File: src/rtl/sag_ram.sv
// Generic simple dual-port RAM with a registered read.
module sag_ram #(
  parameter int WIDTH = 8,
  parameter int DEPTH = 16
) (
  input  logic                     clk,
  input  logic                     we,
  input  logic [$clog2(DEPTH)-1:0] waddr,
  input  logic [WIDTH-1:0]         wdata,
  input  logic                     re,
  input  logic [$clog2(DEPTH)-1:0] raddr,
  output logic [WIDTH-1:0]         rdata
);

  logic [WIDTH-1:0] mem [DEPTH];

  // Write port.
  always_ff @(posedge clk) begin
    if (we) begin
      mem[waddr] <= wdata;
    end
  end

  // Read port, registered.
  always_ff @(posedge clk) begin
    if (re) begin
      rdata <= mem[raddr];
    end
  end

endmodule

File: config.mk
export PLATFORM = sky130hd
export DESIGN_NAME = sag_ram
export DESIGN_NICKNAME = d
export VERILOG_FILES = /design/src/rtl/sag_ram.sv
export SDC_FILE = /design/constraint.sdc
export NUM_CORES = 1
export LEC_CHECK = 0
export BUFFER_PORTS_ARGS = -buffer_cell sky130_fd_sc_hd__buf_2
export CAP_MARGIN = 10
export CORE_MARGIN = 1.5
export CORE_UTILIZATION = 45
export DETAILED_ROUTE_END_ITERATION = 12
export GPL_TIMING_DRIVEN = 0
export PLACE_DENSITY_LB_ADDON = 0.05
export SLEW_MARGIN = 10
export SYNTH_ARGS = -nofsm -noshare
export SYNTH_HDL_FRONTEND = slang
export SYNTH_SLANG_ARGS = --single-unit
File: constraint.sdc
create_clock -name clk -period 4 [get_ports clk]
set_input_delay 0.8 -clock clk [delete_from_list [all_inputs] [get_ports clk]]
set_output_delay 0.8 -clock clk [all_outputs]
set_load 0.01 [all_outputs]
# After elaboration in Yosys (flattened, before gate mapping)
# Memory sizes are Yosys's and may differ from the RTL's. A register that Yosys moved wholly into a read port is not among the register bits.
# Index checks and enable logic that the tools add are counted.
totals:
  reg_bits: 0
  ram_bits: 128
  inputBits: 19
  elab_cells: 3
  n_memories: 1
mem_list:
  columns: ["memory", "depth", "word_bits", "rd", "rd_clocked_by_memory_dff", "wr", "line_no", "rtl"]
  rows:
  - ["mem", 16, 8, 1, 1, 1, "15", "logic [WIDTH-1:0] mem [DEPTH];"]
op_classes:
  n_mux: 2
op_table:
  columns: ["op", "count"]
  rows:
  - ["$mux 1", 2]

# Logic depth before layout (Yosys ltp)
# Gate-level depths: netlist of run 1.
logic_depth:
  ltp_word: 2
  mapped_depth: 5
  depth_no_buf: 3

# Worst setup path after synthesis of run 1
# No wires, ideal clock.
synth_path:
  path_kind: "input port to flip-flop"
  start: "input waddr[2]"
  end: "memory mem[0][0] (enable)"
  t_arrival_ns: 1.910
  required_time_ns: 3.617
  setup_slack_ns: 1.707
  cell_stages: 2
  n_path_buf: 0
  path_cell_list: "or3b_2 -> nor3_1"
synth_rtl:
  columns: ["item", "line_no", "rtl"]
  rows:
  - ["from (decl)", "8", "input logic [$clog2(DEPTH)-1:0] waddr,"]
  - ["to (decl)", "15", null]
# Straight into the memory's write port.

==> results of run 1 <==
[critical path, stage by stage]
cell and delay [ns]:
buf_6 0.10, buf_6 0.18, mux4_1 0.64, a22oi_1 0.39, nand2_1 0.09
[placed cells by master (no fill, tap or decap), drive strengths merged]
cell type	synthesis	routed
nand2b	2	2
a22oi	16	16
nand3b	2	2
nor2	13	13
and2b	1	1
buf	7	32
nor2b	1	1
or3b	1	1
nand3	1	1
clkbuf	0	19
edfxtp	136	136
mux4	32	32
clkinv	0	11
bufinv	0	2
and2	1	1
clkdlybuf4s25	3	3
nor3	4	4
nand2	9	9
[per-layer routing]
| metal | up-vias | GRT usage | wire, um |
|---|---|---|---|
| li1 | 1072 | - | - |
| met3 | 15 | 0.0454 | 505 |
| met5 | - | 0 | 0 |
| met4 | 0 | 0.0812 | 232 |
| met1 | 1212 | 0.256 | 4630 |
| met2 | 78 | 0.270 | 4850 |
[synth_stat cells, drive strengths merged]
master and number:
a22oi 16, and2 1, and2b 1, buf 7, clkdlybuf4s25 3, edfxtp 136, mux4 32, nand2 9
nand2b 2, nand3 1, nand3b 2, nor2 13, nor2b 1, nor3 4, or3b 1
[worst paths after layout]
path / start / endpoint / slack [ns]
setup / recovery: raddr[0] / rdata[2] / 1.95
hold / removal: mem[14][4] / rdata[4] / 0.74
setup reg to reg: mem[1][2] / rdata[2] / 2.34
hold reg to reg: mem[14][4] / rdata[4] / 0.74
[logic make-up (layout without fill, tap and decap cells)]
logic type | Yosys count | count (layout) | share of synthesized area
flops | 136 | 136 | 0.781
simple gates | 35 | 35 | 0.0314
mux | 32 | 32 | 0.148
compound gates | 16 | 16 | 0.0230
buf+inv | 10 | 67 | 0.0165
[registers in the layout, indices dropped and copies added, names as in the netlist]
register	cells
rdata	8
mem	128
[layout make-up]
class | count | area, um^2
clock buffer | 19 | 433
sequential | 136 | 4080
tap | 143 | 179
multi-input combinational | 83 | 1080
fill | 878 | 5270
timing repair buffer | 25 | 125
clock inverter | 13 | 111
buffer | 10 | 86.3
[power by group through the flow]
| stage | sequential [mW] | clock (mW) | combinational [mW] |
|---|---|---|---|
| after floorplan | 1.64 | 0 | 0.0810 |
| after global placement | 1.64 | 0 | 0.155 |
| after detailed placement | 1.64 | 0 | 0.159 |
| after CTS | 1.61 | 1.45 | 0.159 |
| after global routing | 1.62 | 1.53 | 0.168 |
| final | 1.61 | 1.44 | 0.155 |
[through the flow]
step	hold slack, ns	area [um^2]	setup slack (ns)	util	std cells
after floorplan	0.705	5230	1.71	-	229
after global placement	0.743	5530	1.04	0.487	397
after detailed placement	0.741	5550	1.52	0.488	397
after CTS	0.736	6100	1.95	0.536	429
after global routing	0.733	6100	1.87	0.536	429
final	0.743	6100	1.95	0.536	429
==> summary.txt, run 1 <==
Run status
  – Outcome: finished, final reports clean

Clock tree
  – Clock root cell: clkbuf_16
  – CTS tree: yes
  – H-tree levels: 4
  – Cts hold-fix bufs: 0
  – Post-CTS Setup Bufs: 0
  – Num CTS Buffers: 17
  – Worst-path clk slew: ~0.060 ns
  – Clk_lat worst skew: slightly above 0.4 ns
  – TritonCTS Sinks: 136
  – Cts repair resizes: 0
  – Maximum clock path buffer count: 2

Cells and area
  – Diode count: 0
  – Share of cells above drive strength 1: 0.297
  – Layout Nets: 292
  – Area grow syn2layout: 16.6%

STA
  – Setup tns final: 0 ns
  – Min Tclk post-route: 2.05 ns
  – Final-report setup violation count: 0
  – Tcrit/Tclk final: 0.512
  – Final hold violations: 0
  – Worst-margin pin slew: 0.836 ns
  – Count of pins over their slew limit: 0
  – Peak Freq: 488 MHz
  – Worst Skew: 0.00621 ns
  – RSZ-0062 raised after global routing: no
  – Relative slew margins: 0.441

Critical path
  – Worst-path fanout max: 10
  – Crit. End Element: flip-flop
  – R2R depth: 3
  – WS Path Type: in -> reg
  – Worst setup SP type: primary input
  – Worst path arrival time: between 2 and 2.5 ns
  – WP data required: 4.15 ns

Place
  – Dpl hpwl: 6500 um
  – RD Place Congestion: around 0.76
  – PortBufs: 25

Route
  – Number of routed nets with antenna violations: 0
  – Via-per-instance ratio: 5.54
  – WL final: 10,200 um
  – # DRC: 0
  – First-pass DRT Iterations: 6
  – 1st-iter DRT viols: 189
  – WL per Instance: around 24 um
  – Total number of vias: 2,377

Floorplanning
  – Initial Utilization: 0.460
  – Boundary Pins: 27
  – Core area: 0.0114 mm^2
  – # rows: 39
  – Die width: 111 um
  – Die Span Y: 111 um
  – Die area: between 0.01 and 0.015 mm^2

Synthesis
  – Synthesized area per cell: between 20 and 25 um^2
  – Syn Inst Count: 229
  – Syn Nets: 248
  – Synth warn: 0
  – Mapped Area: around 0.0052 mm^2
  – Largest area contributor in the netlist: edfxtp_1
  – Number of synthesized register bits: 136
  – Sequential-to-total area share from yosys stat: 0.781
  – Most area-consuming cells after synthesis: edfxtp_1, mux4_2, mux4_1, a22oi_1, nor2_1
  – Top-area cell type share of the netlist area: 0.781
  – Post-synthesis cell type count: 18

Pwr
  – Reg power frac: 0.503
  – Power Dens Cells: around 530 mW/mm^2
  – Switch share: 0.199
  – Clock share of power: 0.448
  – Max VDD drop: 0.000279 V
  – Leak pwr: between 2 and 2.5 nW
  – Final Power: 3.21 mW
  – Total net switching power: 638 uW
  – Logic pwr share: 0.048
  – Internal Pwr Total: 2.57 mW

GRT
  – First-pass GRT wire length: 15,500 um
  – Largest net degree at the start of global routing: 17
  – Number of antenna violations at the first check in global routing: 0
  – GRT Util Overall: 0.181
  – Gr ovfl total: 0
  – Vias in the first global route: 2,460

Worst hold path
  – Hold depth: 3
  – Hold Path Class: reg -> reg

Flow run
  – Max-Cap Viols: 0
Power figures use the tool's default switching activity.
==> inputs of run 2 (changes only) <==
ABC_AREA = 1   (was unset)
clock period = 2.1 ns   (was 4 ns; I/O delays follow)
==> run 2 against run 1 <==
Compared with the run above:
- highest routed layer unchanged
- largest power group unchanged
- global-route usage up 5.8 points
- core utilization fell by 0.76 points
- hold slack got worse by 0.37 ns
==> summary.txt, run 2 <==
Run status
  – Outcome: finished, final reports clean

Synthesis
  – Synth warn: 0 (unchanged)
  – Number of synthesized register bits: 136 (unchanged)
  – Post-synth top flop: edfxtp_1
  – Most frequent cells after synthesis: nand2_1, edfxtp_1, inv_1
  – Top-count cell post-synth: nand2_1
  – Largest area contributor in the netlist: edfxtp_1
  – Synthesized area per cell: 10.6 um^2 (-54%)
  – Post-synthesis cell type count: 11 (-7)
  – Mapped Area: 0.00585 mm^2 (+12%)
  – Sequential-to-total area share from yosys stat: 0.698 (-0.0828)
  – Syn Nets: 570 (+130%)
  – Syn Inst Count: 551 (+140%)
  – Most area-consuming cells after synthesis: edfxtp_1, nand2_1, nand3_1, inv_1, buf_6
  – Synth async-reset ratio: 0 (unchanged)
  – Top-area cell type share of the netlist area: 0.698 (-0.0828)
  – Post-synth EDFFs: 136 (unchanged)

Floorplanning
  – Core area: 0.0127 mm^2 (+11%)
  – Die Span Y: 117 um (+5.6%)
  – Boundary Pins: 27 (unchanged)
  – Die width: 117 um (+5.6%)
  – Die area: 0.0137 mm^2 (+12%)
  – Initial Utilization: 0.461 (+0.00166)
  – # rows: 41 (+5.1%)

Cells and area
  – Fill cells: 1,113 (+27%)
  – Util after Layout: 0.529 (-0.00756)
  – Max reg flops: 128 (unchanged)
  – Commonest non-fill, non-tap cell in the layout: nand2_1
  – Layout Nets: 612 (+110%)
  – Biggest registers after layout: mem (128), rdata (8)
  – Share of cells above drive strength 1: 0.119 (-0.178)
  – Commonest non-fill, non-tap cells in the layout: nand2_1, edfxtp_1, inv_1, nand3_1, buf_2
  – Diode count: 0 (unchanged)
  – Most flops, register: mem
  – Area grow syn2layout: 14.6%

Critical path
  – R2R depth: 6 (+3)
  – Slack of the worst reg-to-reg path: 0.94 ns (-1.40 ns)
  – Worst R2R End: rdata[1]
  – WP data required: 2.14 ns (-2.01 ns)
  – Crit. End Element: flip-flop
  – WS Path Type: in -> reg
  – R2r startpoint: mem[12][1]
  – Worst path arrival time: 1.51 ns (-0.69 ns)
  – Worst-path fanout max: 8 (-2)
  – Worst setup SP type: primary input

STA
  – Tcrit/Tclk final: 0.699
  – Min Tclk post-route: 1.47 ns
  – Relative slew margins: 0.322 (-0.118)
  – Worst Skew: 0.00651 ns (+0.000294 ns)
  – Final hold violations: 0 (unchanged)
  – Setup tns final: 0 ns (unchanged)
  – Count of pins over their slew limit: 0 (unchanged)
  – Peak Freq: 681 MHz
  – Worst-margin pin slew: 1.01 ns (+0.177 ns)
  – Hold Slack: 0.370 ns (-0.373 ns)
  – Final-report setup violation count: 0 (unchanged)
  – RSZ-0062 raised after global routing: no

Route
  – Total number of vias: 3,880 (+63%)
  – 1st-iter DRT viols: 393 (+110%)
  – WL per Instance: 19.0 um (-20%)
  – First-pass DRT Iterations: 5 (-1)
  – Number of routed nets with antenna violations: 0 (unchanged)
  – Via-per-instance ratio: 4.99 (-10%)
  – WL final: 14,800 um (+44%)
  – # DRC: 0 (unchanged)

Clock tree
  – CTS tree: yes
  – TritonCTS Sinks: 136 (unchanged)
  – H-tree levels: 4 (unchanged)
  – Clock root cell: clkbuf_16
  – Cts repair resizes: 0 (unchanged)
  – Worst-path clk slew: 0.05 ns (about the same)
  – Maximum clock path buffer count: 2 (unchanged)
  – Num CTS Buffers: 17 (unchanged)
  – Post-CTS Setup Bufs: 0 (unchanged)
  – Cts hold-fix bufs: 0 (unchanged)
  – Clk_lat worst skew: 0.42 ns (about the same)

GRT
  – Vias in the first global route: 3,660 (+49%)
  – First-pass GRT wire length: 22,200 um (+44%)
  – Number of antenna violations at the first check in global routing: 0 (unchanged)
  – GRT Util Overall: 0.239 (+0.0576)
  – Gr ovfl total: 0 (unchanged)
  – Largest net degree at the start of global routing: 17 (unchanged)

Place
  – RD Place Congestion: 0.807 (+6.2%)
  – PortBufs: 23 (-8.0%)
  – Dpl hpwl: 9510 um (+46%)

Worst hold path
  – Hold depth: 1 (-2)
  – Hold Path Class: in -> reg
  – Hold Path Sink: rdata[4]
  – Hold Startpoint: re

Flow run
  – Max-Cap Viols: 0 (unchanged)

Pwr
  – Power Dens Cells: 915 mW/mm^2 (+74%)
  – Leak pwr: 2.88 nW (+41%)
  – Max VDD drop: 0.000444 V (+59%)
-- run 2: cell types whose count changed in the layout (fill, tap and decap cells not counted), moves of 4 or more --
cell      change
nand2_1     +164
inv_1       +100
nand3_1      +96
mux4_2       -18
a22oi_1      -16
mux4_1       -14
buf_2         +8
clkinv_2      -4
nor2_1        +4
nor3_2        -4
-- run 2: report_power, final --
| part | switching (mW) | leakage, nW | internal [mW] |
|---|---|---|---|
| Sequential | 0.0139 | 1.24 | 3.06 |
| Clock | 1.06 | 0.251 | 1.59 |
| Combinational | 0.294 | 1.39 | 0.114 |
| Total | 1.36 | 2.88 | 4.76 |
-- run 2: logic make-up (layout without fill, tap and decap cells) --
| group | count (synthesis) | count (layout) | share of synthesized area |
|---|---|---|---|
| buffers and inverters | 126 | 181 | 0.0939 |
| flip-flops | 136 | 136 | 0.698 |
| AND/OR/NAND/NOR | 289 | 289 | 0.208 |
-- run 2: critical path, stage by stage --
cell and delay, ns:
buf_2 0.11, nand3b_1 0.22, nor2_1 0.74
-- run 2: final cells by class --
type / count / area, um^2 / area share
repair buffers: 23 / 115 / 0.0172
well taps: 172 / 215 / 0.0321
inverters: 102 / 383 / 0.0572
clock inverters: 13 / 87.6 / 0.0131
multi-input cells: 289 / 1210 / 0.181
flip-flops and latches: 136 / 4080 / 0.610
clock buffers: 19 / 433 / 0.0646
plain buffers: 24 / 166 / 0.0248
-- run 2: per-stage QoR --
stage               total power, mW  std cells  area, um^2  worst slack [ns]
floorplan                      3.35        551        5850             0.729
global placement               3.53        746        6180             0.163
detailed placement             3.53        746        6180             0.169
CTS                            6.15        778        6700             0.609
global route                   6.32        778        6700             0.508
finish                         6.13        778        6700             0.632
-- run 2: worst max-delay path by stage --
stage / start / endpoint / slack, ns / cells after the start
2_1_floorplan: waddr[2] / mem[10][0] / 0.73 / 2
3_3_place_gp: waddr[2] / mem[9][5] / 0.16 / 3
3_5_place_dp: waddr[2] / mem[8][1] / 0.17 / 3
4_1_cts: waddr[2] / mem[8][1] / 0.61 / 3
5_1_grt: waddr[0] / mem[12][0] / 0.51 / 4
6_report: waddr[2] / mem[8][1] / 0.63 / 3
-- run 2: per-layer routing --
metal  vias up  track usage  wire length, um
li1       1864            -                -
met1      1829        0.358             6870
met2       165        0.343             6440
met3        22       0.0525             1130
met4         0       0.0859              316
met5         -            0                0
