**src/rtl/sag_pkg.sv**
```systemverilog
// Shared constants, record types and the infection threshold table of the SEIRS agent grid.
package sag_pkg;

  localparam int AGENTS        = 32768;
  localparam int GRID          = 256;
  localparam int NEIGHBOR_CAP  = 31;
  localparam int DURATION_BITS = 14;

  localparam int AGENT_AW = $clog2(AGENTS);
  localparam int COORD_W  = $clog2(GRID);
  localparam int CELLS    = GRID * GRID;
  localparam int CELL_AW  = 2 * COORD_W;
  localparam int CELL_W   = 16;
  localparam int CNT_W    = 16;
  localparam int SUM_W    = $clog2(NEIGHBOR_CAP + 1);
  localparam int NB_CELLS = 9;

  localparam logic [DURATION_BITS-1:0] DUR_MAX = {DURATION_BITS{1'b1}};

  // exp(-0.5) in Q0.32.
  localparam logic [64:0] EXP_HALF_Q32 = 65'd2605029347;

  // Function codes.
  localparam logic FUNC_LOAD   = 1'b0;
  localparam logic FUNC_UPDATE = 1'b1;

  // Status codes.
  localparam logic [1:0] STAT_S = 2'd0;
  localparam logic [1:0] STAT_E = 2'd1;
  localparam logic [1:0] STAT_I = 2'd2;
  localparam logic [1:0] STAT_R = 2'd3;

  // One agent record as held in the agent memory; loaded stays clear until the first load.
  typedef struct packed {
    logic                     loaded;
    logic [1:0]               status;
    logic [DURATION_BITS-1:0] days;
    logic [DURATION_BITS-1:0] dur_e;
    logic [DURATION_BITS-1:0] dur_i;
    logic [DURATION_BITS-1:0] dur_r;
    logic [COORD_W-1:0]       x;
    logic [COORD_W-1:0]       y;
  } agent_rec_t;

  // Population counter update request.
  typedef struct packed {
    logic       en;
    logic       dec_en;
    logic [1:0] dec_idx;
    logic       inc_en;
    logic [1:0] inc_idx;
  } cnt_upd_t;

  typedef logic [31:0] thr_tab_t [0:NEIGHBOR_CAP];

  // Builds thr[n] = 2^32 - exp(-0.5)^n in Q0.32, clipped to 32 bits.
  function automatic thr_tab_t build_thr();
    thr_tab_t    t;
    logic [64:0] q;
    logic [64:0] v;
    q    = 65'd1 << 32;
    t[0] = 32'd0;
    for (int n = 1; n <= NEIGHBOR_CAP; n++) begin
      q    = (q * EXP_HALF_Q32 + (65'd1 << 31)) >> 32;
      v    = (65'd1 << 32) - q;
      t[n] = (v > 65'hFFFF_FFFF) ? 32'hFFFF_FFFF : v[31:0];
    end
    return t;
  endfunction

  localparam thr_tab_t THR = build_thr();

  // Column and row offset codes (0..2) of neighborhood step k.
  function automatic logic [3:0] nb_off(input logic [3:0] k);
    logic [3:0] r;
    case (k)
      4'd0:    r = {2'd0, 2'd0};
      4'd1:    r = {2'd0, 2'd1};
      4'd2:    r = {2'd0, 2'd2};
      4'd3:    r = {2'd1, 2'd0};
      4'd4:    r = {2'd1, 2'd1};
      4'd5:    r = {2'd1, 2'd2};
      4'd6:    r = {2'd2, 2'd0};
      4'd7:    r = {2'd2, 2'd1};
      4'd8:    r = {2'd2, 2'd2};
      default: r = {2'd1, 2'd1};
    endcase
    return r;
  endfunction

endpackage

```
**src/rtl/sag_counts.sv**
```systemverilog
// Population counters for the four SEIRS states.
module sag_counts (
  input  logic                                 clk,
  input  logic                                 rst_n,
  input  sag_pkg::cnt_upd_t                    upd,
  output logic [3:0][sag_pkg::CNT_W-1:0]       counts
);
  import sag_pkg::*;

  logic [3:0][CNT_W-1:0] cnt_r;
  logic [3:0][CNT_W-1:0] cnt_nxt;

  // Decrement stops at zero; the increment applies after it.
  always_comb begin
    for (int i = 0; i < 4; i++) begin
      cnt_nxt[i] = cnt_r[i];
      if (upd.en && upd.dec_en && upd.dec_idx == 2'(i) && cnt_r[i] != '0) begin
        cnt_nxt[i] = cnt_r[i] - 1'b1;
      end
      if (upd.en && upd.inc_en && upd.inc_idx == 2'(i)) begin
        cnt_nxt[i] = cnt_nxt[i] + 1'b1;
      end
    end
  end

  always_ff @(posedge clk) begin
    if (!rst_n) begin
      cnt_r <= '0;
    end else begin
      cnt_r <= cnt_nxt;
    end
  end

  assign counts = cnt_r;

endmodule

```
**config.mk**
```make
export PLATFORM = sky130hd
export DESIGN_NAME = sag_counts
export DESIGN_NICKNAME = d
export VERILOG_FILES = /design/src/rtl/sag_pkg.sv /design/src/rtl/sag_counts.sv
export SDC_FILE = /design/constraint.sdc
export NUM_CORES = 1
export LEC_CHECK = 0
export BUFFER_PORTS_ARGS = -buffer_cell sky130_fd_sc_hd__buf_2
export CAP_MARGIN = 25
export CORE_UTILIZATION = 40
export CTS_BUF_LIST = sky130_fd_sc_hd__clkbuf_8
export CTS_CLUSTER_SIZE = 14
export DETAILED_ROUTE_END_ITERATION = 6
export GPL_TIMING_DRIVEN = 0
export RECOVER_POWER = 25
export SLEW_MARGIN = 20
export SYNTH_ARGS = -nofsm -noshare
export SYNTH_HDL_FRONTEND = slang
export SYNTH_SLANG_ARGS = --single-unit
```
**constraint.sdc**
```tcl
create_clock -name clk -period 4.2 [get_ports clk]
set_input_delay 0.63 -clock clk [delete_from_list [all_inputs] [get_ports clk]]
set_output_delay 0.63 -clock clk [all_outputs]
set_load 0.05 [all_outputs]
```
==> Word level (Yosys, flattened, before mapping) <==
Cells that the tools add are included.
{ "classes": {"addsub": 8, "n_mul": 0, "div_mod_pow": 0, "n_lt_le_gt_ge": 0, "n_eq_ne": 6, "shift": 0, "muxes": 8, "bitwise_logic": 0, "n_reduce_logical": 20} }
{ "op_table": {"columns": ["op", "count"], "rows": [
  ["$mux 16", 8],
  ["$add 16x1->16 const B", 4],
  ["$reduce_bool 16->1", 4],
  ["$sub 16x1->16 const B", 4],
  ["$logic_and 1x1->1", 14],
  ["$eq 2x2->1 const B", 4],
  ["$eq 2x1->1 const B", 2],
  ["$logic_not 2->1", 2]
]} }
{ "totals": {"regBits": 64, "latch_bits": 0, "ramBits": 0, "romBits": 0, "input_bits": 9, "elab_cells": 46, "n_memories": 0} }

==> Depth between registers and ports, before layout <==
Gate-level depths: netlist (run 1).
{ "depth": {"depth_word": 6, "depth_mapped": 16, "ltp_nobuf": 14} }

==> Least setup slack after synthesis (run 1) <==
OpenSTA, ideal clock, no wires.
{ "synth_timing": {"kind": "reg2reg", "startpoint": "reg cnt_r (netlist bit counts[48])", "endpoint": "reg cnt_r (netlist bit counts[62])", "arrival_time_ns": 3.641, "required_time_ns": 4.072, "path_slack_ns": 0.431, "stages_incl_launch_ff": 17, "synth_period_minus_slack_ns": 3.769, "cell_sequence": "dfxtp_1 clkbuf_1 inv_1 ha_1 or3b_2 clkbuf_1 or4_1 o21ai_1 nand2_1 o21ai_0 ha_1 nand2_1 a21oi_1 nand3_1 nor3_1 xor2_1 nor2_1"} }
{ "synth_via": {"elab_chain_cells": 5, "word_cells_on_any_way": 6, "cone_classes": "add/sub (2); mux (2); reduce/logical (2)"} }
{ "synth_rtl": {"columns": ["item", "line", "rtl"], "rows": [
  ["start, declared", "sag_counts.sv:10", "logic [3:0][CNT_W-1:0] cnt_r;"],
  ["start signal, assigned", "sag_counts.sv:30", "cnt_r <= cnt_nxt;"],
  ["parallel branches: the longest is 2 deep, another holds $sub 16x1->16", null, null],
  ["$mux 16 (*)", "sag_counts.sv:17", "if (upd.en && upd.dec_en && upd.dec_idx == 2'(i) && cnt_r[i] != '0) begin"],
  ["$add 16x1->16", "sag_counts.sv:21", "cnt_nxt[i] = cnt_nxt[i] + 1'b1;"],
  ["$mux 16 (*)", "sag_counts.sv:20", "if (upd.en && upd.inc_en && upd.inc_idx == 2'(i)) begin"]
]} }
Every way passes the cells marked *.
A chain may end at the register's enable or synchronous reset.

==> Final worst setup path (run 1) <==
Ends and elaborated chain as after synthesis.

==> impl_metrics.py, run 1 <==
metrics = {
    "global_routing": {
        "grtUsageTotal": 0.221,
        "top_usage_layer": "met2",
        "grt_max_degree": 11,
        "grt_pass1_vias": 4823,
        "grt_pass1_wl_um": 23100,
        "overflow": 0,
        "grtUsageMet1": 0.296,
        "met2_usage": 0.355,
        "antenna_found_initial": 1,
        "grt_use_met3": 0.0295,
    },
    "finish": {
        "design_area_um2": 5870,
        "num-nets-final": 778,
        "largest_reg_flops": 64,
        "drive_gt1_frac": 0.117,
        "area_growth_pct": 14.4,
        "final.fill_count": 1246,
        "final_util": 0.478,
    },
    "floorplanning": {
        "coreArea_um2": 12300,
        "die_h_um": 115,
        "die_w_um": 115,
        "start_util": 0.418,
        "pin_count": 73,
        "rows": 40,
        "die-area_um2": 13300,
    },
    "clock_network": {
        "cts_buffers": 9,
        "cts.sinks": 64,
        "htreeDepth": 3,
        "cts.clk_slew.worst_paths_ns": 0.07,
        "cts_tree": "built",
        "cts_root_buf": "clkbuf_8",
        "cts_buffer_depth": 2,
        "clk-insertion-delay-late_ns": 0.38,
        "post-cts-setup-buffers": 0,
    },
    "power_and_ir_drop": {
        "pwr-share-comb": 0.261,
        "seqPwrFrac": 0.389,
        "netSwitchingFraction": 0.351,
        "ir_worst_vdd_mv": 0.122,
        "p_per_area_nw_per_um2": 284,
        "p_int_w": 0.00108,
        "pwr-share-clk": 0.350,
        "leakagePower_nw": 2.12,
        "p_switching_w": 0.000584,
    },
    "timing": {
        "worst_pin_slew_ns": 0.953,
        "finalCriticalPeriod_ns": 3.96,
        "setup_viol": 0,
        "relSlewSlack": 0.359,
        "setup_slack_ns": 0.242,
        "hold_viol": 0,
        "period_share": 0.942,
        "fmax_mhz": 253,
        "rsz0062_at_grt": "no",
        "finalMaxSlewViolations": 0,
        "finClkSkew_ns": 0.0104,
        "holdWs_ns": 0.578,
        "setup_tns_ns": 0,
    },
    "place": {
        "io_buffers": 71,
        "post_dp_cell_area_um2": 5690,
        "routabilityCongestion": 0.890,
        "dp_hpwl_um": 10700,
        "post-place-ws_ns": 0.111,
    },
    "yosys": {
        "synth_area_um2": 5130,
        "ys_top_cells_by_count": "89 x nor2_1, 64 x dfxtp_1, 51 x xnor2_1, 50 x nand2_1, 40 x nor3_1",
        "ys_types": 71,
        "synth_cells": 675,
        "yosysSeqAreaShare": 0.250,
        "avgSynthCellArea_um2": 7.59,
        "synth_edf_count": 0,
        "ys.flop_type": "dfxtp_1",
        "synth_nets": 696,
        "yosysTopAreaCell": "dfxtp_1",
        "synth_top_area_frac": 0.250,
        "async_reset_ff_frac": 0,
        "yosys_warnings": 0,
        "yosysMostFrequentCell": "nor2_1",
        "ys_ff_latch": 64,
        "yosys-top-cells-area": "dfxtp_1 25%, xnor2_1 8.7%, nor2_1 6.5%",
    },
    "critical_path": {
        "worstSetupPathType": "flop to flop",
        "critPathMaxFanout": 8,
        "worst_setup_path_end_kind": "flop",
        "crit_arrival_ns": 4.19,
        "cp.required_ns": 4.44,
        "cp-start-kind": "flop",
        "rr_worst_depth": 16,
    },
    "run": {
        "maxCapViolations": 0,
    },
    "routing": {
        "wire_per_inst_um": 15.5,
        "drt_wl_total_um": 14400,
        "via_per_inst": 5.71,
        "drt-initial-drc-count": 264,
        "ant_nets": 0,
        "vias": 5309,
        "first_pass_iters": 4,
        "drc": 0,
    },
    "run_status": {
        "status": "complete, no violations",
    },
    "worst_hold_path": {
        "min_path_type": "flop to flop",
        "hold_path_depth": 2,
    },
}
[cells by family (layout without fill, tap and decap cells)]
kind of cell	count (synthesis)	after routing	share of synthesized area
AO/OA/AOI/OAI	115	115	0.154
XOR/XNOR	81	81	0.138
adder cells (fa/ha/maj)	12	12	0.0293
buffers and inverters	47	133	0.0386
flip-flops	64	64	0.250
multiplexers	16	16	0.0320
other	0	1	0
AND/OR/NAND/NOR	340	340	0.358
[layout by cell type, fill, tap and decap left out, types with 10 or more instances in the layout]
cell,Yosys,layout
a211oi_1,10,10
a21oi_1,29,28
and3_1,11,11
buf_2,5,44
clkbuf_1,22,54
clkbuf_8,0,12
dfxtp_1,64,64
ha_1,12,12
inv_1,18,18
mux2i_1,13,13
nand2_1,50,50
nand3_1,33,33
nand4_1,17,17
nor2_1,89,89
nor3_1,40,40
nor4_1,20,20
o21ai_0,26,26
or3_1,12,12
or4_1,10,10
xnor2_1,51,51
xor2_1,30,30
[worst max-delay path: stages, from the launching register on]
cell	delay [ns]
dfxtp_1	0.31
clkbuf_1	0.19
inv_1	0.13
ha_1	0.15
or3b_2	0.44
clkbuf_1	0.18
or4_1	0.65
o21ai_2	0.25
nand2_1	0.07
o21ai_0	0.13
ha_1	0.20
nand2_1	0.10
a21oi_2	0.25
nand3_1	0.23
nor3_1	0.30
xor2_1	0.17
nor2_1	0.05
[through the flow]
step	power (W)	cells
global route	0.00175	930
global placement	0.00109	914
CTS	0.00168	929
floorplan	0.000993	675
detailed placement	0.00109	914
finish	0.00167	930
[repair_timing]
action	in CTS	in global routing
resized for setup	0	2
hold buffers	0	0
endpoints found under the hold margin	0	0
setup endpoints to repair	0	3
[worst paths after layout]
kind	startpoint	slack, ns	end
setup / recovery	counts[48]$_SDFF_PN0_	0.24	counts[62]$_SDFF_PN0_
hold / removal	counts[39]$_SDFF_PN0_	0.58	counts[39]$_SDFF_PN0_
setup reg to reg	counts[48]$_SDFF_PN0_	0.24	counts[62]$_SDFF_PN0_
hold reg to reg	counts[39]$_SDFF_PN0_	0.58	counts[39]$_SDFF_PN0_
[power groups by stage]
stage / Sequential [W] / Combinational [W] / Clock [W]
floorplan: 0.000719 / 0.000274 / 0
global placement: 0.000661 / 0.000425 / 0
detailed placement: 0.000662 / 0.000430 / 0
CTS: 0.000648 / 0.000433 / 0.000595
global route: 0.000652 / 0.000472 / 0.000626
finish: 0.000648 / 0.000434 / 0.000584
[area by class of cell]
class                      count  area (um^2)  share of cell area
antenna                        1         2.50            0.000427
buffer                        29          130              0.0222
clock buffer                  12          165              0.0282
clock inverter                 3         40.0             0.00682
inverter                      18         67.6              0.0115
multi-input combinational    564         3650               0.623
sequential                    64         1280               0.218
tap                          168          210              0.0358
timing repair buffer          71          315              0.0537
[routing by layer]
layer	vias to the layer above	part of all wire	wire, um
met2	139	0.45	6450
li1	2646	-	-
met4	0	0.017	248
met1	2505	0.49	7060
met3	19	0.047	673
met5	-	0	0
Power figures use the tool's default switching activity.
==> run 2: changes to the inputs <==
--- a/config.mk
+++ b/config.mk
@@ -5,6 +5,7 @@
 export SDC_FILE = /design/constraint.sdc
 export NUM_CORES = 1
 export LEC_CHECK = 0
+export ABC_AREA = 1
 export BUFFER_PORTS_ARGS = -buffer_cell sky130_fd_sc_hd__buf_2
 export CAP_MARGIN = 25
 export CORE_UTILIZATION = 40
==> run 2 against run 1 <==
Effect of this change: clock power is 20% higher; cell count is 36% higher; flip-flop and latch count stayed put.
==> impl_metrics.py, run 2 <==
metrics = {
    "yosys": {
        "yosysSeqAreaShare": 0.226,
        "ys_top_cells_by_count": "312 x nand2_1, 167 x nor2_1, 133 x inv_1, 70 x nand3_1, 64 x dfxtp_1",
        "synth_cells": 995,
        "synth_top_area_frac": 0.226,
        "yosys_warnings": 0,
        "synth_area_um2": 5660,
        "synth_edf_count": 0,
        "yosysTopAreaCell": "dfxtp_1",
        "yosysMostFrequentCell": "nand2_1",
        "ys_ff_latch": 64,
        "async_reset_ff_frac": 0,
        "synth_nets": 1016,
        "yosys-top-cells-area": "dfxtp_1 23%, nand2_1 21%, nor2_1 11%",
        "avgSynthCellArea_um2": 5.69,
        "ys_types": 36,
        "ys.flop_type": "dfxtp_1",
    },
    "clock_network": {
        "cts.sinks": 64,
        "cts.clk_slew.worst_paths_ns": 0.08,
        "htreeDepth": 3,
        "post-cts-setup-buffers": 0,
        "cts_root_buf": "clkbuf_8",
        "clk-insertion-delay-late_ns": 0.38,
        "cts_buffers": 9,
        "cts_resized": 0,
        "cts_hold_buf": 0,
        "cts_buffer_depth": 2,
        "cts_tree": "built",
    },
    "global_routing": {
        "antenna_found_initial": 0,
        "grt_pass1_wl_um": 26200,
        "grt_max_degree": 12,
        "grt_pass1_vias": 5357,
        "overflow": 0,
        "grtUsageTotal": 0.229,
    },
    "routing": {
        "first_pass_iters": 5,
        "vias": 5989,
        "drt_wl_total_um": 16000,
        "drt-initial-drc-count": 352,
        "ant_nets": 0,
        "via_per_inst": 4.75,
        "drc": 0,
        "wire_per_inst_um": 12.7,
    },
    "floorplanning": {
        "die-area_um2": 14600,
        "die_w_um": 121,
        "coreArea_um2": 13800,
        "die_h_um": 121,
        "rows": 43,
        "start_util": 0.409,
        "pin_count": 73,
    },
    "timing": {
        "rsz0062_at_grt": "no",
        "finalMaxSlewViolations": 0,
        "fmax_mhz": 347,
        "setup_tns_ns": 0,
        "finalCriticalPeriod_ns": 2.88,
        "worst_pin_slew_ns": 0.623,
        "hold_viol": 0,
        "finClkSkew_ns": 0.00613,
        "relSlewSlack": 0.584,
        "period_share": 0.686,
        "setup_viol": 0,
    },
    "critical_path": {
        "worstSetupEndpoint": "counts[58]$_SDFF_PN0_",
        "rr_worst_depth": 19,
        "worst_setup_path_end_kind": "flop",
        "rrSetupSlack_ns": 1.32,
        "crit_arrival_ns": 3.16,
        "cp-start-kind": "flop",
        "regToRegStartpoint": "counts[48]$_SDFF_PN0_",
        "cp-startpoint": "counts[48]$_SDFF_PN0_",
        "cp.required_ns": 4.48,
        "reg2reg_to": "counts[58]$_SDFF_PN0_",
        "critPathMaxFanout": 10,
        "worstSetupPathType": "flop to flop",
    },
    "finish": {
        "mostFrequentLayoutCell": "nand2_1",
        "num-nets-final": 1098,
        "final_cell_mix": "312 x nand2_1, 167 x nor2_1, 133 x inv_1",
        "drive_gt1_frac": 0.109,
        "area_growth_pct": 14.0,
        "largest_reg_flops": 64,
        "diodes": 0,
        "final.fill_count": 1533,
        "fin_cells": 1262,
    },
    "power_and_ir_drop": {
        "ir_worst_vdd_mv": 0.158,
        "leakagePower_nw": 3.37,
        "p_per_area_nw_per_um2": 324,
    },
    "place": {
        "post-place-cells": 1246,
        "routabilityCongestion": 0.855,
        "dp_hpwl_um": 12500,
        "io_buffers": 71,
    },
    "worst_hold_path": {
        "min_path_type": "flop to flop",
    },
    "run_status": {
        "status": "complete, no violations",
    },
    "run": {
        "maxCapViolations": 0,
    },
}
[run 2: routing by layer]
metal	vias to the layer above	global-route usage	share of wire
met1	2591	0.321	0.51
met3	15	0.0296	0.039
met2	112	0.361	0.44
met4	0	0.0772	0.014
li1	3271	-	-
met5	-	0	0
[run 2: kinds of logic after synthesis]
kind of cell / Yosys count / share of synthesized area
adder cells (fa/ha/maj): 12 / 0.0265
AO/OA/AOI/OAI: 87 / 0.0829
AND/OR/NAND/NOR: 634 / 0.484
buffers and inverters: 155 / 0.114
XOR/XNOR: 43 / 0.0665
flip-flops: 64 / 0.226
[run 2: final cells by class]
type	count	area (um^2)	share of cell area
plain buffers	15	119	0.0184
clock buffers	11	151	0.0234
clock inverters	5	103	0.0159
inverters	140	526	0.0814
multi-input cells	776	3740	0.579
flip-flops and latches	64	1280	0.198
well taps	180	225	0.0349
repair buffers	71	315	0.0488
[run 2: where the power goes]
part,switching (W),internal (W),total (W)
combinational,0.000495,0.000224,0.000719
sequential,0.0000375,0.000634,0.000671
clock,0.000277,0.000426,0.000703
[run 2: worst min path at each step]
stage	from	end	slack (ns)	cells past startpoint
floorplan	counts[53]$_SDFF_PN0_	counts[53]$_SDFF_PN0_	0.82	4
global placement	counts[16]$_SDFF_PN0_	counts[16]$_SDFF_PN0_	0.64	3
detailed placement	counts[16]$_SDFF_PN0_	counts[16]$_SDFF_PN0_	0.64	3
CTS	upd[0]	counts[3]$_SDFF_PN0_	0.64	4
global route	upd[1]	counts[3]$_SDFF_PN0_	0.69	4
finish	counts[16]$_SDFF_PN0_	counts[16]$_SDFF_PN0_	0.64	3
[run 2: worst max-delay path, cell delays in order (launching register included)]
cell,delay (ns)
dfxtp_1,0.35
inv_1,0.16
ha_1,0.20
nand2_1,0.06
nor2_1,0.12
nand2_2,0.12
nand2_4,0.15
inv_2,0.05
buf_6,0.14
nand2_1,0.06
nand2_1,0.09
inv_1,0.07
ha_1,0.17
inv_1,0.06
nor2_1,0.28
nand3_1,0.20
nor2_2,0.22
nand2_1,0.10
o21ai_1,0.13
nor2_1,0.05
[run 2: through the flow]
step	total power [W]	cell area, um^2	hold slack, ns	util	setup WS, ns
global route	0.00223	6460	0.691	0.467	0.988
global placement	0.00140	6240	0.640	0.451	1.10
CTS	0.00211	6500	0.643	0.470	1.33
floorplan	0.00126	5660	0.824	-	1.42
finish	0.00209	6460	0.645	0.467	1.32
detailed placement	0.00140	6240	0.636	0.451	1.08
==> run 3: changes to the inputs <==
==> constraint.sdc (replaced) <==
create_clock -name clk -period 2.9 [get_ports clk]
set_input_delay 0.435 -clock clk [delete_from_list [all_inputs] [get_ports clk]]
set_output_delay 0.435 -clock clk [all_outputs]
set_load 0.05 [all_outputs]
==> run 3 against run 2 <==
Effect of this change: clock-buffer cell count is the same; sequential share of layout area shrank 0.17 points; global-route usage is the same.
==> impl_metrics.py, run 3 (same netlist as run 2, synthesis figures left out) <==
metrics = {
    "finish": {
        "final_util": 0.472,
        "diodes": 0,
        "mostFrequentLayoutCell": "nand2_1",
        "design_area_um2": 6520,
        "fin_cells": 1264,
        "final_cell_mix": "312 x nand2_1, 163 x nor2_1, 132 x inv_1",
        "num-nets-final": 1100,
        "drive_gt1_frac": 0.122,
        "area_growth_pct": 15.2,
        "final.fill_count": 1519,
        "largest_reg_flops": 64,
    },
    "global_routing": {
        "antenna_found_initial": 0,
        "overflow": 0,
        "grt_pass1_wl_um": 26200,
        "grt_max_degree": 12,
        "grtUsageTotal": 0.229,
        "grt_pass1_vias": 5357,
    },
    "run": {
        "maxCapViolations": 0,
    },
    "critical_path": {
        "regToRegStartpoint": "counts[32]$_SDFF_PN0_",
        "worst_setup_path_end_kind": "flop",
        "crit_arrival_ns": 2.90,
        "cp-start-kind": "flop",
        "critPathMaxFanout": 9,
        "cp-startpoint": "counts[32]$_SDFF_PN0_",
        "cp.required_ns": 3.17,
        "worstSetupPathType": "flop to flop",
    },
    "routing": {
        "vias": 6013,
        "ant_nets": 0,
        "wire_per_inst_um": 12.8,
        "drt_wl_total_um": 16200,
        "first_pass_iters": 5,
        "via_per_inst": 4.76,
        "drt-initial-drc-count": 397,
        "drc": 0,
    },
    "place": {
        "post_dp_cell_area_um2": 6240,
        "routabilityCongestion": 0.855,
        "dp_hpwl_um": 12500,
        "io_buffers": 71,
        "post-place-cells": 1246,
        "post-place-ws_ns": -0.0206,
    },
    "timing": {
        "period_share": 0.906,
        "finalCriticalPeriod_ns": 2.63,
        "relSlewSlack": 0.585,
        "worst_pin_slew_ns": 0.622,
        "finalMaxSlewViolations": 0,
        "hold_viol": 0,
        "finClkSkew_ns": 0.00659,
        "fmax_mhz": 381,
        "setup_slack_ns": 0.273,
        "setup_viol": 0,
        "holdWs_ns": 0.461,
    },
    "run_status": {
        "status": "complete, no violations",
    },
    "clock_network": {
        "cts.clk_slew.worst_paths_ns": 0.08,
        "clk-insertion-delay-late_ns": 0.38,
        "cts_root_buf": "clkbuf_8",
        "cts_hold_buf": 0,
        "htreeDepth": 3,
        "cts_tree": "built",
        "cts_buffer_depth": 2,
        "cts_buffers": 9,
        "cts.sinks": 64,
    },
    "floorplanning": {
        "die_w_um": 121,
        "rows": 43,
        "coreArea_um2": 13800,
        "die-area_um2": 14600,
        "start_util": 0.409,
        "pin_count": 73,
        "die_h_um": 121,
    },
    "power_and_ir_drop": {
        "leakagePower_nw": 3.39,
        "p_per_area_nw_per_um2": 465,
        "ir_worst_vdd_mv": 0.229,
    },
    "worst_hold_path": {
        "min_path_type": "input port to flop",
        "hold_start": "upd[1]",
    },
}
run 3: changes by cell type in the layout (fill, tap and decap cells not counted), moves of 2 or more:
cell      before  now
nor2_4         4    9
nand3_1       70   68
nand3_2        2    4
dfxtp_2        0    2
clkbuf_1      36   34
buf_2         41   43
nor2_1       167  163
buf_4          0    2
dfxtp_1       64   62
run 3: area by class of cell:
class	instances	area, um^2	share of cell area
multi-input cells	776	3780	0.580
flip-flops and latches	64	1280	0.197
inverters	140	526	0.0806
repair buffers	73	333	0.0510
well taps	180	225	0.0345
clock buffers	11	151	0.0232
plain buffers	15	119	0.0182
clock inverters	5	103	0.0157
run 3: path summary, 6_finish.rpt:
check                     endpoint  slack [ns]  depth (start not counted)
max reg2reg  counts[44]$_SDFF_PN0_        0.27                         18
min           counts[3]$_SDFF_PN0_        0.46                          4
min reg2reg  counts[32]$_SDFF_PN0_        0.64                          3
max          counts[44]$_SDFF_PN0_        0.27                         18
run 3: timing repair:
item                                    CTS  global route
endpoints found under the setup margin    0            12
hold endpoints to repair                  0             0
setup buffers                             0             2
resized for setup                         0            15
run 3: routing by layer:
layer | global-route usage | part of all wire | vias up
met5 | 0 | 0 | -
met4 | 0.0772 | 0.013 | 0
met3 | 0.0296 | 0.036 | 13
met2 | 0.361 | 0.44 | 114
met1 | 0.321 | 0.51 | 2613
li1 | - | - | 3273
run 3: metrics by stage:
step / TNS, ns / total power, W
floorplan: 0 / 0.00182
global placement: -0.00292 / 0.00203
detailed placement: -0.0206 / 0.00203
CTS: 0 / 0.00306
global route: -0.00704 / 0.00324
finish: 0 / 0.00304
run 3: power by group:
group | leakage, nW | switching (W) | internal [W]
Clock | 0.126 | 0.000401 | 0.000616
Sequential | 0.519 | 0.0000543 | 0.000918
Combinational | 2.75 | 0.000720 | 0.000326
run 3: worst max-delay path, stage by stage (launching register included):
cell     delay [ns]
dfxtp_2        0.34
inv_1          0.11
ha_1           0.21
nand3_1        0.09
nor2_1         0.11
nand2_1        0.14
nand2_2        0.15
inv_2          0.10
nand2_1        0.07
nand2_1        0.09
inv_1          0.07
ha_1           0.14
inv_1          0.07
nor2_4         0.14
nand4_1        0.22
nor2_4         0.25
nand3_1        0.09
nand2_1        0.07
nor2_1         0.05
